## src/rtl/bcl_pkg.sv

```systemverilog
// ----------------------------------------------------------------------------
// bcl_pkg: shared types and codes of the block cache tag engine
// Slot states, request kinds, result status codes and the slot store
// read/write bundles.
// ----------------------------------------------------------------------------
`default_nettype none

package bcl_pkg;

   localparam int SLOTS    = 8;
   localparam int AGE_BITS = 16;
   localparam int SLOT_W   = (SLOTS > 1) ? $clog2(SLOTS) : 1;
   localparam int BLOCK_W  = 16;
   localparam int BIF_W    = 17;
   localparam int KIND_W   = 3;
   localparam int STATUS_W = 3;
   localparam int SLOT_OUT_W = 3;

   localparam logic [AGE_BITS-1:0] AGE_MAX = '1;

   // slot states
   localparam logic [1:0] ST_FREE  = 2'd0;
   localparam logic [1:0] ST_USED  = 2'd1;
   localparam logic [1:0] ST_FIXED = 2'd2;

   // request kinds
   localparam logic [KIND_W-1:0] KIND_READ      = 3'd0;
   localparam logic [KIND_W-1:0] KIND_WRITE     = 3'd1;
   localparam logic [KIND_W-1:0] KIND_FIX       = 3'd2;
   localparam logic [KIND_W-1:0] KIND_UNFIX     = 3'd3;
   localparam logic [KIND_W-1:0] KIND_UNFIX_ALL = 3'd4;
   localparam logic [KIND_W-1:0] KIND_FLUSH     = 3'd5;

   // result status codes
   localparam logic [STATUS_W-1:0] STATUS_HIT        = 3'd0;
   localparam logic [STATUS_W-1:0] STATUS_MISS_FILL  = 3'd1;
   localparam logic [STATUS_W-1:0] STATUS_THROUGH    = 3'd2;
   localparam logic [STATUS_W-1:0] STATUS_RANGE      = 3'd3;
   localparam logic [STATUS_W-1:0] STATUS_FIX_FAILED = 3'd4;
   localparam logic [STATUS_W-1:0] STATUS_FLUSH_WB   = 3'd5;
   localparam logic [STATUS_W-1:0] STATUS_DONE       = 3'd6;

   typedef struct packed {
      logic [BLOCK_W-1:0]  block;
      logic [1:0]          state;
      logic [AGE_BITS-1:0] age;
   } bcl_rd_type;

   typedef struct packed {
      logic                en;
      logic [SLOT_W-1:0]   addr;
      logic                set_block;
      logic [BLOCK_W-1:0]  block;
      logic                set_state;
      logic [1:0]          state;
      logic                set_age;
      logic [AGE_BITS-1:0] age;
   } bcl_wr_type;

endpackage

`default_nettype wire

```

## src/rtl/bcl_store.sv

```systemverilog
// ----------------------------------------------------------------------------
// bcl_store: slot tag store
// Block number, state and age per slot; one read port at the scan index,
// one write port, and the occupancy vector for flush lookahead.
// ----------------------------------------------------------------------------
`default_nettype none

module bcl_store (
   input  wire                        clock,
   input  wire                        reset,
   input  wire  [bcl_pkg::SLOT_W-1:0] rd_addr,
   output bcl_pkg::bcl_rd_type        rd_data,
   input  wire  bcl_pkg::bcl_wr_type  wr,
   output logic [bcl_pkg::SLOTS-1:0]  occ_mask
);

   logic [bcl_pkg::BLOCK_W-1:0]  block_ff [bcl_pkg::SLOTS];
   logic [1:0]                   state_ff [bcl_pkg::SLOTS];
   logic [bcl_pkg::AGE_BITS-1:0] age_ff   [bcl_pkg::SLOTS];

   always_ff @(posedge clock) begin
      if (reset) begin
         for (int i = 0; i < bcl_pkg::SLOTS; i++) begin
            state_ff[i] <= bcl_pkg::ST_FREE;
         end
      end else if (wr.en && wr.set_state) begin
         state_ff[wr.addr] <= wr.state;
      end
   end

   always_ff @(posedge clock) begin
      if (wr.en && wr.set_block) begin
         block_ff[wr.addr] <= wr.block;
      end
      if (wr.en && wr.set_age) begin
         age_ff[wr.addr] <= wr.age;
      end
   end

   always_comb begin
      rd_data.block = block_ff[rd_addr];
      rd_data.state = state_ff[rd_addr];
      rd_data.age   = age_ff[rd_addr];
      for (int i = 0; i < bcl_pkg::SLOTS; i++) begin
         occ_mask[i] = (state_ff[i] != bcl_pkg::ST_FREE);
      end
   end

endmodule

`default_nettype wire

```

## src/rtl/bcl_seq.sv

```systemverilog
// ----------------------------------------------------------------------------
// bcl_seq: request sequencer
// Walks the slots one per cycle, unless a stalled result holds it, through a
// single compare/age unit, tracks free slot and victim candidates, then fills
// or reports. Holds the result register.
// ----------------------------------------------------------------------------
`default_nettype none

module bcl_seq (
   input  wire                                  clock,
   input  wire                                  reset,
   input  wire  [bcl_pkg::BIF_W-1:0]            blocks_in_file,
   input  wire                                  req_valid,
   output logic                                 req_stall,
   input  wire  [bcl_pkg::KIND_W-1:0]           req_kind,
   input  wire  [bcl_pkg::BLOCK_W-1:0]          req_block_index,
   output logic                                 rsp_valid,
   input  wire                                  rsp_stall,
   output logic [bcl_pkg::STATUS_W-1:0]         rsp_status,
   output logic [bcl_pkg::SLOT_OUT_W-1:0]       rsp_slot,
   output logic                                 rsp_fill_needed,
   output logic                                 rsp_writeback_valid,
   output logic [bcl_pkg::BLOCK_W-1:0]          rsp_writeback_block,
   output logic                                 rsp_last,
   output logic [bcl_pkg::SLOT_W-1:0]           rd_addr,
   input  wire  bcl_pkg::bcl_rd_type            rd_data,
   output bcl_pkg::bcl_wr_type                  wr,
   input  wire  [bcl_pkg::SLOTS-1:0]            occ_mask
);

   localparam logic [1:0] S_IDLE   = 2'd0;
   localparam logic [1:0] S_CHECK  = 2'd1;
   localparam logic [1:0] S_SCAN   = 2'd2;
   localparam logic [1:0] S_DECIDE = 2'd3;

   localparam logic [bcl_pkg::SLOT_W-1:0] LAST_IDX = bcl_pkg::SLOT_W'(bcl_pkg::SLOTS - 1);

   logic [1:0]                    st_ff, st_in;
   logic [bcl_pkg::KIND_W-1:0]    kind_ff, kind_in;
   logic [bcl_pkg::BLOCK_W-1:0]   blk_ff, blk_in;
   logic [bcl_pkg::SLOT_W-1:0]    idx_ff, idx_in;
   logic [bcl_pkg::SLOT_W-1:0]    ptr_ff, ptr_in;
   logic                          free_p_ff, free_p_in;
   logic                          hi_v_ff, hi_v_in;
   logic [bcl_pkg::SLOT_W-1:0]    hi_ff, hi_in;
   logic                          lo_v_ff, lo_v_in;
   logic [bcl_pkg::SLOT_W-1:0]    lo_ff, lo_in;
   logic                          vict_v_ff, vict_v_in;
   logic [bcl_pkg::SLOT_W-1:0]    vict_ff, vict_in;
   logic [bcl_pkg::AGE_BITS-1:0]  vict_age_ff, vict_age_in;
   logic [bcl_pkg::BLOCK_W-1:0]   vict_blk_ff, vict_blk_in;
   logic                          any_ff, any_in;

   logic                          rsp_valid_ff, rsp_valid_in;
   logic [bcl_pkg::STATUS_W-1:0]  status_ff, status_in;
   logic [bcl_pkg::SLOT_OUT_W-1:0] slot_ff, slot_in;
   logic                          fill_ff, fill_in;
   logic                          wbv_ff, wbv_in;
   logic [bcl_pkg::BLOCK_W-1:0]   wbb_ff, wbb_in;
   logic                          last_ff, last_in;

   logic                          emit, can_emit;
   logic                          occ, match, is_last, above_occ, access_kind;
   logic [bcl_pkg::AGE_BITS-1:0]  age_inc;
   logic [bcl_pkg::SLOT_W-1:0]    fill_slot;
   logic                          fill_ok;

   function automatic logic [bcl_pkg::SLOT_W-1:0] wrap_inc(
      input logic [bcl_pkg::SLOT_W-1:0] p);
      wrap_inc = (p == LAST_IDX) ? '0 : p + bcl_pkg::SLOT_W'(1);
   endfunction

   assign req_stall = (st_ff != S_IDLE);
   assign rd_addr   = idx_ff;
   assign can_emit  = !rsp_valid_ff || !rsp_stall;

   assign rsp_valid           = rsp_valid_ff;
   assign rsp_status          = status_ff;
   assign rsp_slot            = slot_ff;
   assign rsp_fill_needed     = fill_ff;
   assign rsp_writeback_valid = wbv_ff;
   assign rsp_writeback_block = wbb_ff;
   assign rsp_last            = last_ff;

   always_comb begin
      occ     = (rd_data.state != bcl_pkg::ST_FREE);
      match   = occ && (rd_data.block == blk_ff);
      is_last = (idx_ff == LAST_IDX);
      age_inc = (rd_data.age == bcl_pkg::AGE_MAX) ? rd_data.age
                                                  : rd_data.age + bcl_pkg::AGE_BITS'(1);
      above_occ = 1'b0;
      for (int j = 0; j < bcl_pkg::SLOTS; j++) begin
         if (occ_mask[j] && (bcl_pkg::SLOT_W'(j) > idx_ff)) begin
            above_occ = 1'b1;
         end
      end
      access_kind = (kind_ff <= bcl_pkg::KIND_UNFIX);

      // fill target: free at pointer, first free above it, first free below it, victim
      fill_ok   = 1'b1;
      fill_slot = ptr_ff;
      if (free_p_ff) begin
         fill_slot = ptr_ff;
      end else if (hi_v_ff) begin
         fill_slot = hi_ff;
      end else if (lo_v_ff) begin
         fill_slot = lo_ff;
      end else if (vict_v_ff) begin
         fill_slot = vict_ff;
      end else begin
         fill_ok = 1'b0;
      end
   end

   always_comb begin
      st_in       = st_ff;
      kind_in     = kind_ff;
      blk_in      = blk_ff;
      idx_in      = idx_ff;
      ptr_in      = ptr_ff;
      free_p_in   = free_p_ff;
      hi_v_in     = hi_v_ff;
      hi_in       = hi_ff;
      lo_v_in     = lo_v_ff;
      lo_in       = lo_ff;
      vict_v_in   = vict_v_ff;
      vict_in     = vict_ff;
      vict_age_in = vict_age_ff;
      vict_blk_in = vict_blk_ff;
      any_in      = any_ff;
      wr          = '0;
      emit        = 1'b0;
      status_in   = bcl_pkg::STATUS_DONE;
      slot_in     = '0;
      fill_in     = 1'b0;
      wbv_in      = 1'b0;
      wbb_in      = '0;
      last_in     = 1'b1;

      case (st_ff)
         S_IDLE: begin
            if (req_valid) begin
               kind_in = req_kind;
               blk_in  = req_block_index;
               st_in   = S_CHECK;
            end
         end
         S_CHECK: begin
            if (access_kind && ({1'b0, blk_ff} >= blocks_in_file)) begin
               if (can_emit) begin
                  emit      = 1'b1;
                  status_in = bcl_pkg::STATUS_RANGE;
                  st_in     = S_IDLE;
               end
            end else if (kind_ff > bcl_pkg::KIND_FLUSH) begin
               if (can_emit) begin
                  emit  = 1'b1;
                  st_in = S_IDLE;
               end
            end else begin
               idx_in    = '0;
               free_p_in = 1'b0;
               hi_v_in   = 1'b0;
               lo_v_in   = 1'b0;
               vict_v_in = 1'b0;
               any_in    = 1'b0;
               st_in     = S_SCAN;
            end
         end
         S_SCAN: begin
            case (kind_ff)
               bcl_pkg::KIND_READ, bcl_pkg::KIND_WRITE, bcl_pkg::KIND_FIX: begin
                  if (match) begin
                     if (can_emit) begin
                        wr.en      = 1'b1;
                        wr.addr    = idx_ff;
                        wr.set_age = 1'b1;
                        wr.age     = '0;
                        if (kind_ff == bcl_pkg::KIND_FIX) begin
                           wr.set_state = 1'b1;
                           wr.state     = bcl_pkg::ST_FIXED;
                        end
                        emit      = 1'b1;
                        status_in = bcl_pkg::STATUS_HIT;
                        slot_in   = bcl_pkg::SLOT_OUT_W'(idx_ff);
                        st_in     = S_IDLE;
                     end
                  end else begin
                     if (occ) begin
                        wr.en      = 1'b1;
                        wr.addr    = idx_ff;
                        wr.set_age = 1'b1;
                        wr.age     = age_inc;
                     end else begin
                        if (idx_ff == ptr_ff) begin
                           free_p_in = 1'b1;
                        end else if ((idx_ff > ptr_ff) && !hi_v_ff) begin
                           hi_v_in = 1'b1;
                           hi_in   = idx_ff;
                        end else if ((idx_ff < ptr_ff) && !lo_v_ff) begin
                           lo_v_in = 1'b1;
                           lo_in   = idx_ff;
                        end
                     end
                     // oldest used slot, lowest index on a tie
                     if ((rd_data.state == bcl_pkg::ST_USED) &&
                         (!vict_v_ff || (age_inc > vict_age_ff))) begin
                        vict_v_in   = 1'b1;
                        vict_in     = idx_ff;
                        vict_age_in = age_inc;
                        vict_blk_in = rd_data.block;
                     end
                     if (is_last) begin
                        st_in = S_DECIDE;
                     end else begin
                        idx_in = idx_ff + bcl_pkg::SLOT_W'(1);
                     end
                  end
               end
               bcl_pkg::KIND_UNFIX: begin
                  if (match) begin
                     if (can_emit) begin
                        wr.en        = 1'b1;
                        wr.addr      = idx_ff;
                        wr.set_state = 1'b1;
                        wr.state     = bcl_pkg::ST_USED;
                        emit         = 1'b1;
                        slot_in      = bcl_pkg::SLOT_OUT_W'(idx_ff);
                        st_in        = S_IDLE;
                     end
                  end else if (is_last) begin
                     if (can_emit) begin
                        emit  = 1'b1;
                        st_in = S_IDLE;
                     end
                  end else begin
                     idx_in = idx_ff + bcl_pkg::SLOT_W'(1);
                  end
               end
               bcl_pkg::KIND_UNFIX_ALL: begin
                  if (rd_data.state == bcl_pkg::ST_FIXED) begin
                     wr.en        = 1'b1;
                     wr.addr      = idx_ff;
                     wr.set_state = 1'b1;
                     wr.state     = bcl_pkg::ST_USED;
                  end
                  if (is_last) begin
                     if (can_emit) begin
                        emit  = 1'b1;
                        st_in = S_IDLE;
                     end
                  end else begin
                     idx_in = idx_ff + bcl_pkg::SLOT_W'(1);
                  end
               end
               bcl_pkg::KIND_FLUSH: begin
                  if (occ) begin
                     if (can_emit) begin
                        emit      = 1'b1;
                        status_in = bcl_pkg::STATUS_FLUSH_WB;
                        slot_in   = bcl_pkg::SLOT_OUT_W'(idx_ff);
                        wbv_in    = 1'b1;
                        wbb_in    = rd_data.block;
                        last_in   = !above_occ;
                        any_in    = 1'b1;
                        if (is_last) begin
                           st_in = S_IDLE;
                        end else begin
                           idx_in = idx_ff + bcl_pkg::SLOT_W'(1);
                        end
                     end
                  end else if (is_last) begin
                     if (any_ff) begin
                        st_in = S_IDLE;
                     end else if (can_emit) begin
                        emit  = 1'b1;
                        st_in = S_IDLE;
                     end
                  end else begin
                     idx_in = idx_ff + bcl_pkg::SLOT_W'(1);
                  end
               end
               default: begin
                  st_in = S_IDLE;
               end
            endcase
         end
         S_DECIDE: begin
            if (can_emit) begin
               emit  = 1'b1;
               st_in = S_IDLE;
               if (!fill_ok) begin
                  status_in = (kind_ff == bcl_pkg::KIND_FIX) ? bcl_pkg::STATUS_FIX_FAILED
                                                             : bcl_pkg::STATUS_THROUGH;
               end else begin
                  wr.en        = 1'b1;
                  wr.addr      = fill_slot;
                  wr.set_block = 1'b1;
                  wr.block     = blk_ff;
                  wr.set_state = 1'b1;
                  wr.state     = (kind_ff == bcl_pkg::KIND_FIX) ? bcl_pkg::ST_FIXED
                                                                : bcl_pkg::ST_USED;
                  wr.set_age   = 1'b1;
                  wr.age       = '0;
                  status_in    = bcl_pkg::STATUS_MISS_FILL;
                  slot_in      = bcl_pkg::SLOT_OUT_W'(fill_slot);
                  fill_in      = (kind_ff != bcl_pkg::KIND_WRITE);
                  if (free_p_ff) begin
                     ptr_in = wrap_inc(ptr_ff);
                  end else if (!hi_v_ff && !lo_v_ff) begin
                     // eviction
                     wbv_in = 1'b1;
                     wbb_in = vict_blk_ff;
                     ptr_in = wrap_inc(vict_ff);
                  end
               end
            end
         end
         default: begin
            st_in = S_IDLE;
         end
      endcase

      rsp_valid_in = emit || (rsp_valid_ff && rsp_stall);
   end

   always_ff @(posedge clock) begin
      if (reset) begin
         st_ff        <= S_IDLE;
         ptr_ff       <= '0;
         rsp_valid_ff <= 1'b0;
      end else begin
         st_ff        <= st_in;
         ptr_ff       <= ptr_in;
         rsp_valid_ff <= rsp_valid_in;
      end
   end

   always_ff @(posedge clock) begin
      kind_ff     <= kind_in;
      blk_ff      <= blk_in;
      idx_ff      <= idx_in;
      free_p_ff   <= free_p_in;
      hi_v_ff     <= hi_v_in;
      hi_ff       <= hi_in;
      lo_v_ff     <= lo_v_in;
      lo_ff       <= lo_in;
      vict_v_ff   <= vict_v_in;
      vict_ff     <= vict_in;
      vict_age_ff <= vict_age_in;
      vict_blk_ff <= vict_blk_in;
      any_ff      <= any_in;
      if (emit) begin
         status_ff <= status_in;
         slot_ff   <= slot_in;
         fill_ff   <= fill_in;
         wbv_ff    <= wbv_in;
         wbb_ff    <= wbb_in;
         last_ff   <= last_in;
      end
   end

endmodule

`default_nettype wire

```

## src/rtl/block_cache_lru_pinning.sv

```systemverilog
// ----------------------------------------------------------------------------
// block_cache_lru_pinning: tag and replacement engine of a block cache
// Fully associative slots with aging LRU, pinning and flush listing.
//
//   channel | direction | handshake               | payload
//   req     | in        | req_valid / req_stall   | kind, block_index
//   rsp     | out       | rsp_valid / rsp_stall   | status, slot, fill_needed,
//           |           |                         | writeback_valid/_block, last
//   csr     | in        | csr_valid / csr_ready   | blocks_in_file
//
// A request runs from its transfer to the next possible transfer through the
// range check state, the scan state that walks the slots one per cycle through
// the single compare/age unit unless a stalled result holds it at a slot with
// a result to give, the fill decision state on a miss, and the idle state in
// which the next request transfers. req_stall is high from the cycle after a
// transfer until the sequencer is idle again; a flush stays busy through the
// free slots after its last result. Reset is synchronous: all slots free,
// pointer and blocks_in_file zero; no clearing pass.
// ----------------------------------------------------------------------------
`default_nettype none

module block_cache_lru_pinning (
   input  wire                               clock,
   input  wire                               reset,
   input  wire                               csr_valid,
   output logic                              csr_ready,
   input  wire  [bcl_pkg::BIF_W-1:0]         csr_blocks_in_file,
   input  wire                               req_valid,
   output logic                              req_stall,
   input  wire  [bcl_pkg::KIND_W-1:0]        req_kind,
   input  wire  [bcl_pkg::BLOCK_W-1:0]       req_block_index,
   output logic                              rsp_valid,
   input  wire                               rsp_stall,
   output logic [bcl_pkg::STATUS_W-1:0]      rsp_status,
   output logic [bcl_pkg::SLOT_OUT_W-1:0]    rsp_slot,
   output logic                              rsp_fill_needed,
   output logic                              rsp_writeback_valid,
   output logic [bcl_pkg::BLOCK_W-1:0]       rsp_writeback_block,
   output logic                              rsp_last
);

   logic [bcl_pkg::BIF_W-1:0]  bif_ff, bif_in;
   logic [bcl_pkg::SLOT_W-1:0] rd_addr;
   bcl_pkg::bcl_rd_type        rd_data;
   bcl_pkg::bcl_wr_type        wr;
   logic [bcl_pkg::SLOTS-1:0]  occ_mask;

   assign csr_ready = 1'b1;
   assign bif_in    = (csr_valid && csr_ready) ? csr_blocks_in_file : bif_ff;

   always_ff @(posedge clock) begin
      if (reset) begin
         bif_ff <= '0;
      end else begin
         bif_ff <= bif_in;
      end
   end

   bcl_store u_store (
      .clock    (clock),
      .reset    (reset),
      .rd_addr  (rd_addr),
      .rd_data  (rd_data),
      .wr       (wr),
      .occ_mask (occ_mask)
   );

   bcl_seq u_seq (
      .clock               (clock),
      .reset               (reset),
      .blocks_in_file      (bif_ff),
      .req_valid           (req_valid),
      .req_stall           (req_stall),
      .req_kind            (req_kind),
      .req_block_index     (req_block_index),
      .rsp_valid           (rsp_valid),
      .rsp_stall           (rsp_stall),
      .rsp_status          (rsp_status),
      .rsp_slot            (rsp_slot),
      .rsp_fill_needed     (rsp_fill_needed),
      .rsp_writeback_valid (rsp_writeback_valid),
      .rsp_writeback_block (rsp_writeback_block),
      .rsp_last            (rsp_last),
      .rd_addr             (rd_addr),
      .rd_data             (rd_data),
      .wr                  (wr),
      .occ_mask            (occ_mask)
   );

   // a transfer always leaves the request engine busy
   a_busy_after_req: assert property (@(posedge clock) disable iff (reset)
      (req_valid && !req_stall) |=> req_stall)
      else $error("request engine not busy after transfer");

   // only flush produces more than one result
   a_multi_only_flush: assert property (@(posedge clock) disable iff (reset)
      (rsp_valid && !rsp_last) |-> (rsp_status == bcl_pkg::STATUS_FLUSH_WB))
      else $error("non-final result outside flush");

   // writeback only on eviction or flush
   a_wb_status: assert property (@(posedge clock) disable iff (reset)
      (rsp_valid && rsp_writeback_valid) |->
         ((rsp_status == bcl_pkg::STATUS_MISS_FILL) ||
          (rsp_status == bcl_pkg::STATUS_FLUSH_WB)))
      else $error("writeback with wrong status");

   // a fill always leaves its slot occupied
   a_fill_occupies: assert property (@(posedge clock) disable iff (reset)
      (wr.en && wr.set_block) |=> occ_mask[$past(wr.addr)])
      else $error("filled slot not occupied");

endmodule

`default_nettype wire

```

## config.mk

```make
export PLATFORM = sky130hd
export DESIGN_NAME = block_cache_lru_pinning
export DESIGN_NICKNAME = d
export VERILOG_FILES = /design/src/rtl/bcl_pkg.sv /design/src/rtl/bcl_store.sv /design/src/rtl/bcl_seq.sv /design/src/rtl/block_cache_lru_pinning.sv
export SDC_FILE = /design/constraint.sdc
export NUM_CORES = 1
export LEC_CHECK = 0
export BUFFER_PORTS_ARGS = -buffer_cell sky130_fd_sc_hd__clkbuf_2
export CAP_MARGIN = 30
export CORE_MARGIN = 2
export CORE_UTILIZATION = 35
export CTS_CLUSTER_DIAMETER = 40
export DETAILED_ROUTE_END_ITERATION = 16
export GPL_ROUTABILITY_DRIVEN = 0
export GPL_TIMING_DRIVEN = 0
export SLEW_MARGIN = 20
export SYNTH_ARGS = -nofsm -noshare
export SYNTH_HDL_FRONTEND = slang
export SYNTH_SLANG_ARGS = --single-unit
```

## constraint.sdc

```tcl
create_clock -name clock -period 7.3 [get_ports clock]
set_input_delay 1.825 -clock clock [delete_from_list [all_inputs] [get_ports clock]]
set_output_delay 1.825 -clock clock [all_outputs]
set_load 0.05 [all_outputs]
```

==> metrics.yaml, run 1 <==
run_status:
  status: "finished, final reports clean"
timing:
  finalHoldViolations: 0
  min_period_ns: 6.78
  finalSetupViolations: 0
  timing.final.crit_share_pct: 92.9
  relSlewSlack_pct: 37.4
  whs_ns: 0.495
  timing.fmax_mhz: 148
  worstMarginPinSlew_ns: 0.937
  skew_ns: 0.0172
  slew_violations: 0
  rsz0062_at_grt: "no"
route:
  antenna_left: 0
  met2_length_mm: 20.1
  viasPerCell: 5.23
  totalWireLength_mm: 41.7
  dr.pass1.iters: 6
  drc: 0
  dr.max_layer_used: "met4"
  wl_met3_mm: 2.19
  drt-initial-drc-count: 1004
  wire_per_inst_um: 20.9
  via_count: 10400
  met1Wirelength_mm: 18.1
final_layout:
  nets: 1375
  area_growth_pct: 17.7
  diodes: 0
  drive_gt1_share_pct: 22.3
  fillers: 4533
placement:
  dp_hpwl_mm: 28.9
  portBuffers: 66
clocking:
  cts_tree: "built"
  cts.clk_slew.worst_paths_ns: 0.06
  cts_resized: 0
  postCtsHoldBufs: 0
  cts_setup_buffers: 0
  clk_path_buf_depth: 3
  cts_sinks: 391
  numCtsBuffers: 46
  clk_latency_ns: 0.56
  h-tree-depth: 2
  cts_root_buf: "clkbuf_16"
critical_path:
  cp-start-kind: "flop"
  crit_path_end_kind: "flop"
  worstPathMaxFanout: 10
  reg2reg_depth: 24
  cp_data_required_time_ns: 7.62
  critPathKind: "flop to flop"
  rrSetupSlack_ns: 0.52
  crit_path_end: "u_seq.vict_blk_ff[4]"
  cp.arrival_ns: 7.10
  reg2reg_to: "u_seq.vict_blk_ff[4]"
global_route:
  globalRouteOverflowTotal: 0
  grtUsageTotal_pct: 16.3
  grt_max_degree: 23
  antenna_found_initial: 0
  grt_pass1_wl_mm: 63.0
  grt_pass1_vias: 10500
logic_synthesis:
  syn_nets: 1240
  yosys_register_bits: 391
  synth.distinct_cells: 72
  synth_enable_flop_cells: 365
  synthArstFlopShare_pct: 0
  synthFlopType: "edfxtp_1"
  syn_inst: 1157
  avgSynthCellArea_um2: 15.0
  synth_warnings: 0
  ys_seq_area_share_pct: 66.4
  netlist_area_mm2: 0.0173
floorplan:
  die_y_um: 226
  io_pins: 69
  core-area_mm2: 0.0488
  die_width_um: 226
  dieArea_mm2: 0.0512
  rows: 81
  initial_core_util_pct: 35.4
worst_hold_path:
  hold_path.class: "flop to flop"
power_and_ir_drop:
  p_total_mw: 5.56
  leakagePower_nw: 7.33
  peakVddDrop_mv: 0.150
  p_per_area_mw_per_mm2: 273
flow_run:
  drv_cap: 0
[flip-flops by register name, summed over array words and instances, names as in the netlist, 2 cells and up, named ones only]
| name | count |
|---|---|
| bif_ff | 17 |
| u_seq.rsp_status | 3 |
| u_seq.rd_addr | 3 |
| u_seq.kind_ff | 3 |
| u_seq.lo_ff | 3 |
| u_store.state_ff | 16 |
| u_seq.ptr_ff | 3 |
| u_seq.vict_blk_ff | 16 |
| u_seq.blk_ff | 16 |
| u_seq.vict_age_ff | 16 |
| u_seq.st_ff | 2 |
| u_store.age_ff | 128 |
| u_seq.rsp_writeback_block | 16 |
| u_seq.rsp_slot | 3 |
| u_store.block_ff | 128 |
| u_seq.vict_ff | 3 |
| u_seq.hi_ff | 3 |
[layer usage]
metal  global-route usage [%]  up-vias
li1                         -     4758
met1                     22.0     5200
met2                     27.1      365
met3                     2.36       97
met4                     5.71        0
met5                        0        -
[placed cells by master, fill, tap and decap left out, types with 13 or more instances in the layout]
cell,Yosys,routed
a21oi_1,35,35
a22o_1,16,16
and2_1,19,19
buf_4,8,21
clkbuf_1,23,29
clkbuf_16,0,47
clkbuf_2,0,66
dfxtp_1,26,26
edfxtp_1,365,365
ha_1,42,42
inv_1,57,57
mux2_2,27,27
mux2i_1,64,64
mux4_2,46,46
nand2_1,49,49
nand3_1,13,13
nor2_1,84,70
nor2b_1,21,21
nor3_1,36,31
o21ai_0,39,39
[final cells by class]
| cell class | count | area (um^2) | share of cell area (%) |
|---|---|---|---|
| multi-input combinational | 662 | 5460 | 26.8 |
| clock inverter | 33 | 372 | 1.82 |
| sequential | 391 | 11500 | 56.4 |
| tap | 664 | 831 | 4.08 |
| timing repair buffer | 87 | 544 | 2.67 |
| clock buffer | 53 | 1200 | 5.89 |
| buffer | 47 | 263 | 1.29 |
| inverter | 57 | 214 | 1.05 |
[critical path, cell delays in order, from the launching register on]
cell     delay, ns
dfxtp_1       0.30
buf_2         0.21
buf_6         0.21
buf_6         0.19
buf_2         0.33
buf_1         0.59
mux4_2        0.33
mux2_2        0.20
ha_1          0.20
nand2_1       0.13
nor4_2        0.73
mux2_2        0.44
ha_1          0.31
nor2b_1       0.13
o21a_1        0.16
o21a_1        0.16
o21a_1        0.16
o21a_1        0.16
o21ai_0       0.15
a21oi_1       0.09
o21ai_0       0.59
nor3_2        0.19
buf_4         0.22
buf_4         0.18
buf_6         0.15
[cells by family after synthesis]
logic type | after synthesis | share of synthesized area (%)
AOI/OAI and AO/OA | 174 | 6.77
xor gates and xnor gates | 17 | 0.861
adders and majority gates | 42 | 3.04
buffers and inverters | 104 | 2.76
DFF | 391 | 66.4
muxes | 140 | 11.7
other | 1 | 0.0217
and+or+nand+nor | 288 | 8.45
[per-stage QoR]
stage | cell area [um^2] | setup WS, ns | utilization, % | cells | setup TNS, ns
after global routing | 20400 | 0.241 | 41.7 | 1994 | 0
after global placement | 18500 | -3.12 | 37.8 | 1887 | -109.08
after detailed placement | 18800 | 0.551 | 38.5 | 1908 | 0
after CTS | 20400 | 0.539 | 41.7 | 1994 | 0
after floorplan | 17300 | 0.441 | - | 1157 | 0
final | 20400 | 0.521 | 41.7 | 1994 | 0
[cells in the mapped netlist, types with 13 or more instances]
cell type / number / share of area, %
nor2b_1: 21 / 0.76
mux2_2: 27 / 1.8
o21ai_0: 39 / 1.1
and2_1: 19 / 0.69
clkbuf_1: 23 / 0.50
ha_1: 42 / 3.0
mux2i_1: 64 / 3.7
edfxtp_1: 365 / 63
nand3_1: 13 / 0.38
inv_1: 57 / 1.2
nor2_1: 84 / 1.8
mux4_2: 46 / 6.0
nand2_1: 49 / 1.1
dfxtp_1: 26 / 3.0
a22o_1: 16 / 0.81
nor3_1: 36 / 1.0
a21oi_1: 35 / 1.0
[report_power, final]
part / switching (mW) / leakage [nW] / internal (mW)
clock: 0.954 / 0.755 / 1.38
combinational: 0.426 / 2.79 / 0.273
sequential: 0.0355 / 3.79 / 2.49
total: 1.42 / 7.33 / 4.15
[worst min path at each step]
stage / from / to / slack [ns] / depth (start not counted)
CTS: bif_ff[4] / bif_ff[4] / 0.50 / 2
finish: bif_ff[1] / bif_ff[1] / 0.49 / 2
global placement: bif_ff[10] / bif_ff[10] / 0.48 / 2
global route: bif_ff[11] / bif_ff[11] / 0.52 / 2
detailed placement: bif_ff[4] / bif_ff[4] / 0.48 / 2
floorplan: bif_ff[10] / bif_ff[10] / 0.46 / 2
(Power assumes the default switching activity.)
==> inputs of run 2 (changes only) <==
--- a/config.mk
+++ b/config.mk
@@ -7,7 +7,7 @@
 export LEC_CHECK = 0
 export BUFFER_PORTS_ARGS = -buffer_cell sky130_fd_sc_hd__clkbuf_2
 export CAP_MARGIN = 30
-export CORE_MARGIN = 2
+export CORE_MARGIN = 4
 export CORE_UTILIZATION = 35
 export CTS_CLUSTER_DIAMETER = 40
 export DETAILED_ROUTE_END_ITERATION = 16
==> run 2 against run 1 <==
Power up 2.8%; global-route usage down 0.97 points; hold slack better by 0.0018 ns.
==> metrics.yaml, run 2 (synthesis gave the netlist of run 1 again) <==
run_status:
  status: "finished, final reports clean"  # unchanged
power_and_ir_drop:
  peakVddDrop_mv: 0.170  # was 0.150 mV
  leakagePower_nw: 7.39  # was 7.33 nW
  p_per_area_mw_per_mm2: 279  # was 273 mW/mm^2
route:
  drt-initial-drc-count: 803  # was 1004
  wire_per_inst_um: 20.8  # was 20.9 um
  dr.pass1.iters: 5  # was 6
  via_count: 10400  # about the same
  totalWireLength_mm: 41.5  # was 41.7 mm
  drc: 0  # unchanged
  antenna_left: 0  # unchanged
  viasPerCell: 5.20  # was 5.23
timing:
  finalSetupTns_ns: 0  # unchanged
  timing.fmax_mhz: 152  # was 148 MHz
  finalSetupViolations: 0  # unchanged
  whs_ns: 0.497  # was 0.495 ns
  rsz0062_at_grt: "no"  # unchanged
  min_period_ns: 6.58  # was 6.78 ns
  worstMarginPinSlew_ns: 0.941  # was 0.937 ns
  relSlewSlack_pct: 37.2  # was 37.4%
  timing.final.crit_share_pct: 90.2  # was 92.9%
  skew_ns: 0.0253  # was 0.0172 ns
  finalHoldViolations: 0  # unchanged
  slew_violations: 0  # unchanged
floorplan:
  initial_core_util_pct: 35.3  # was 35.4%
  io_pins: 69  # unchanged
  die_width_um: 230  # was 226 um
  dieArea_mm2: 0.0530  # was 0.0512 mm^2
  rows: 81  # unchanged
  core-area_mm2: 0.0490  # was 0.0488 mm^2
  die_y_um: 230  # was 226 um
global_route:
  grt_pass1_wl_mm: 63.3  # was 63.0 mm
  grtUsageTotal_pct: 15.4  # was 16.3%
  antenna_found_initial: 0  # unchanged
  globalRouteOverflowTotal: 0  # unchanged
  grt_pass1_vias: 10600  # was 10500
  grt_max_degree: 21  # was 23
placement:
  dp_hpwl_mm: 28.7  # was 28.9 mm
  portBuffers: 66  # unchanged
clocking:
  postCtsHoldBufs: 0  # unchanged
  clk_latency_ns: 0.56  # about the same
  h-tree-depth: 2  # unchanged
  cts_root_buf: "clkbuf_16"  # unchanged
  clk_path_buf_depth: 3  # unchanged
  cts_sinks: 391  # unchanged
  numCtsBuffers: 48  # was 46
  cts_tree: "built"  # unchanged
  cts_resized: 0  # unchanged
  cts_setup_buffers: 0  # unchanged
  cts.clk_slew.worst_paths_ns: 0.06  # about the same
final_layout:
  diodes: 0  # unchanged
  area_growth_pct: 18.6  # was 17.7%
  largest_registers: "u_store.age_ff: 128 flops, u_store.block_ff: 128 flops, bif_ff: 17 flops"  # unchanged
  fillers: 4396  # was 4533
  mostFrequentLayoutCell: "edfxtp_1"  # unchanged
  mostFrequentLayoutCells: "edfxtp_1, nor2_1, clkbuf_2"  # unchanged
  nets: 1378  # was 1375
  utilization_pct: 41.9  # was 41.7%
  drive_gt1_share_pct: 22.5  # was 22.3%
flow_run:
  drv_cap: 0  # unchanged
critical_path:
  cp-start-kind: "flop"  # unchanged
  cp_slowest_cell: "nor4_2"  # unchanged
  path_common_cell: "o21a_1"  # unchanged
  cp_cell_sequence: "buf_2 -> buf_6 -> buf_6 -> buf_2 -> buf_1 -> mux4_2 -> mux2_2 -> ha_1 -> nand2_1 -> nor4_2 -> mux2_2 -> ha_1 -> nor2b_1 -> o21a_1 -> o21a_1 -> o21a_1 -> o21a_1 -> o21ai_0 -> a21oi_1 -> o21ai_0 -> nor3_2 -> buf_4 -> buf_6 -> buf_4"  # was buf_2 -> buf_6 -> buf_6 -> buf_2 -> buf_1 -> mux4_2 -> mux2_2 -> ha_1 -> nand2_1 -> nor4_2 -> mux2_2 -> ha_1 -> nor2b_1 -> o21a_1 -> o21a_1 -> o21a_1 -> o21a_1 -> o21ai_0 -> a21oi_1 -> o21ai_0 -> nor3_2 -> buf_4 -> buf_4 -> buf_6
  crit_family: "buffers and inverters"  # unchanged
  crit_path_end_kind: "flop"  # unchanged
  crit_buf_inv: 8  # unchanged
  cpPeakStageDelay_ns: 0.80  # was 0.73 ns
  worstPathMaxFanout: 10  # unchanged
  critPathKind: "flop to flop"  # unchanged
  cp.arrival_ns: 6.89  # was 7.10 ns
  cp_data_required_time_ns: 7.60  # was 7.62 ns
worst_hold_path:
  hold_path.class: "flop to flop"  # unchanged
run 2: cell types whose count changed in the layout (fill, tap and decap cells not counted), sizes merged:
cell and delta:
clkinvlp +1, buf +1, clkinv -3, bufinv +2
clkbuf +5, inv -3
run 2: worst register-to-register path, cell delays in order, from the launching register on:
cell	delay, ns
dfxtp_1	0.31
buf_2	0.20
buf_6	0.19
buf_6	0.20
buf_2	0.33
buf_1	0.54
mux4_2	0.33
mux2_2	0.21
ha_1	0.20
nand2_1	0.14
nor4_2	0.80
mux2_2	0.45
ha_1	0.31
nor2b_1	0.13
o21a_1	0.16
o21a_1	0.16
o21a_1	0.16
o21a_1	0.16
o21ai_0	0.13
a21oi_1	0.08
o21ai_0	0.52
nor3_2	0.06
buf_4	0.21
buf_6	0.16
buf_4	0.19
run 2: metrics by stage:
| stage | cell area (um^2) | setup slack (ns) | std cells | total power, mW |
|---|---|---|---|---|
| after floorplan | 17300 | 0.441 | 1157 | 3.06 |
| after global placement | 18500 | -2.97 | 1887 | 3.25 |
| after detailed placement | 18800 | 0.646 | 1908 | 3.27 |
| after CTS | 20500 | 0.633 | 1996 | 5.78 |
| after global routing | 20500 | 0.269 | 1997 | 5.93 |
| final | 20500 | 0.717 | 1997 | 5.72 |
run 2: final timing paths:
path | from | endpoint | slack [ns] | depth (start not counted)
max | flop | u_seq.vict_blk_ff[9] | 0.72 | 24
min | bif_ff[16] | bif_ff[16] | 0.50 | 2
max reg2reg | flop | u_seq.vict_blk_ff[9] | 0.72 | 24
min reg2reg | bif_ff[16] | bif_ff[16] | 0.50 | 2
run 2: metal layers:
metal	part of all wire [%]	wire length, um	global-route usage (%)
met1	44	18400	21.1
met2	48	20000	25.5
met3	5.3	2190	2.59
met4	2.3	963	3.93
met5	0	0	0
run 2: final cells by class:
class | count | area (um^2) | share of cell area, %
clock inverter | 30 | 405 | 1.98
clock buffer | 58 | 1300 | 6.34
tap | 664 | 831 | 4.05
buffer | 47 | 263 | 1.28
sequential | 391 | 11500 | 56.0
timing repair buffer | 88 | 561 | 2.73
inverter | 57 | 214 | 1.04
multi-input combinational | 662 | 5450 | 26.6
run 2: power breakdown:
| part | internal [mW] | switching, mW |
|---|---|---|
| combinational | 0.272 | 0.428 |
| sequential | 2.49 | 0.0334 |
| clock | 1.54 | 0.957 |
| total | 4.30 | 1.42 |
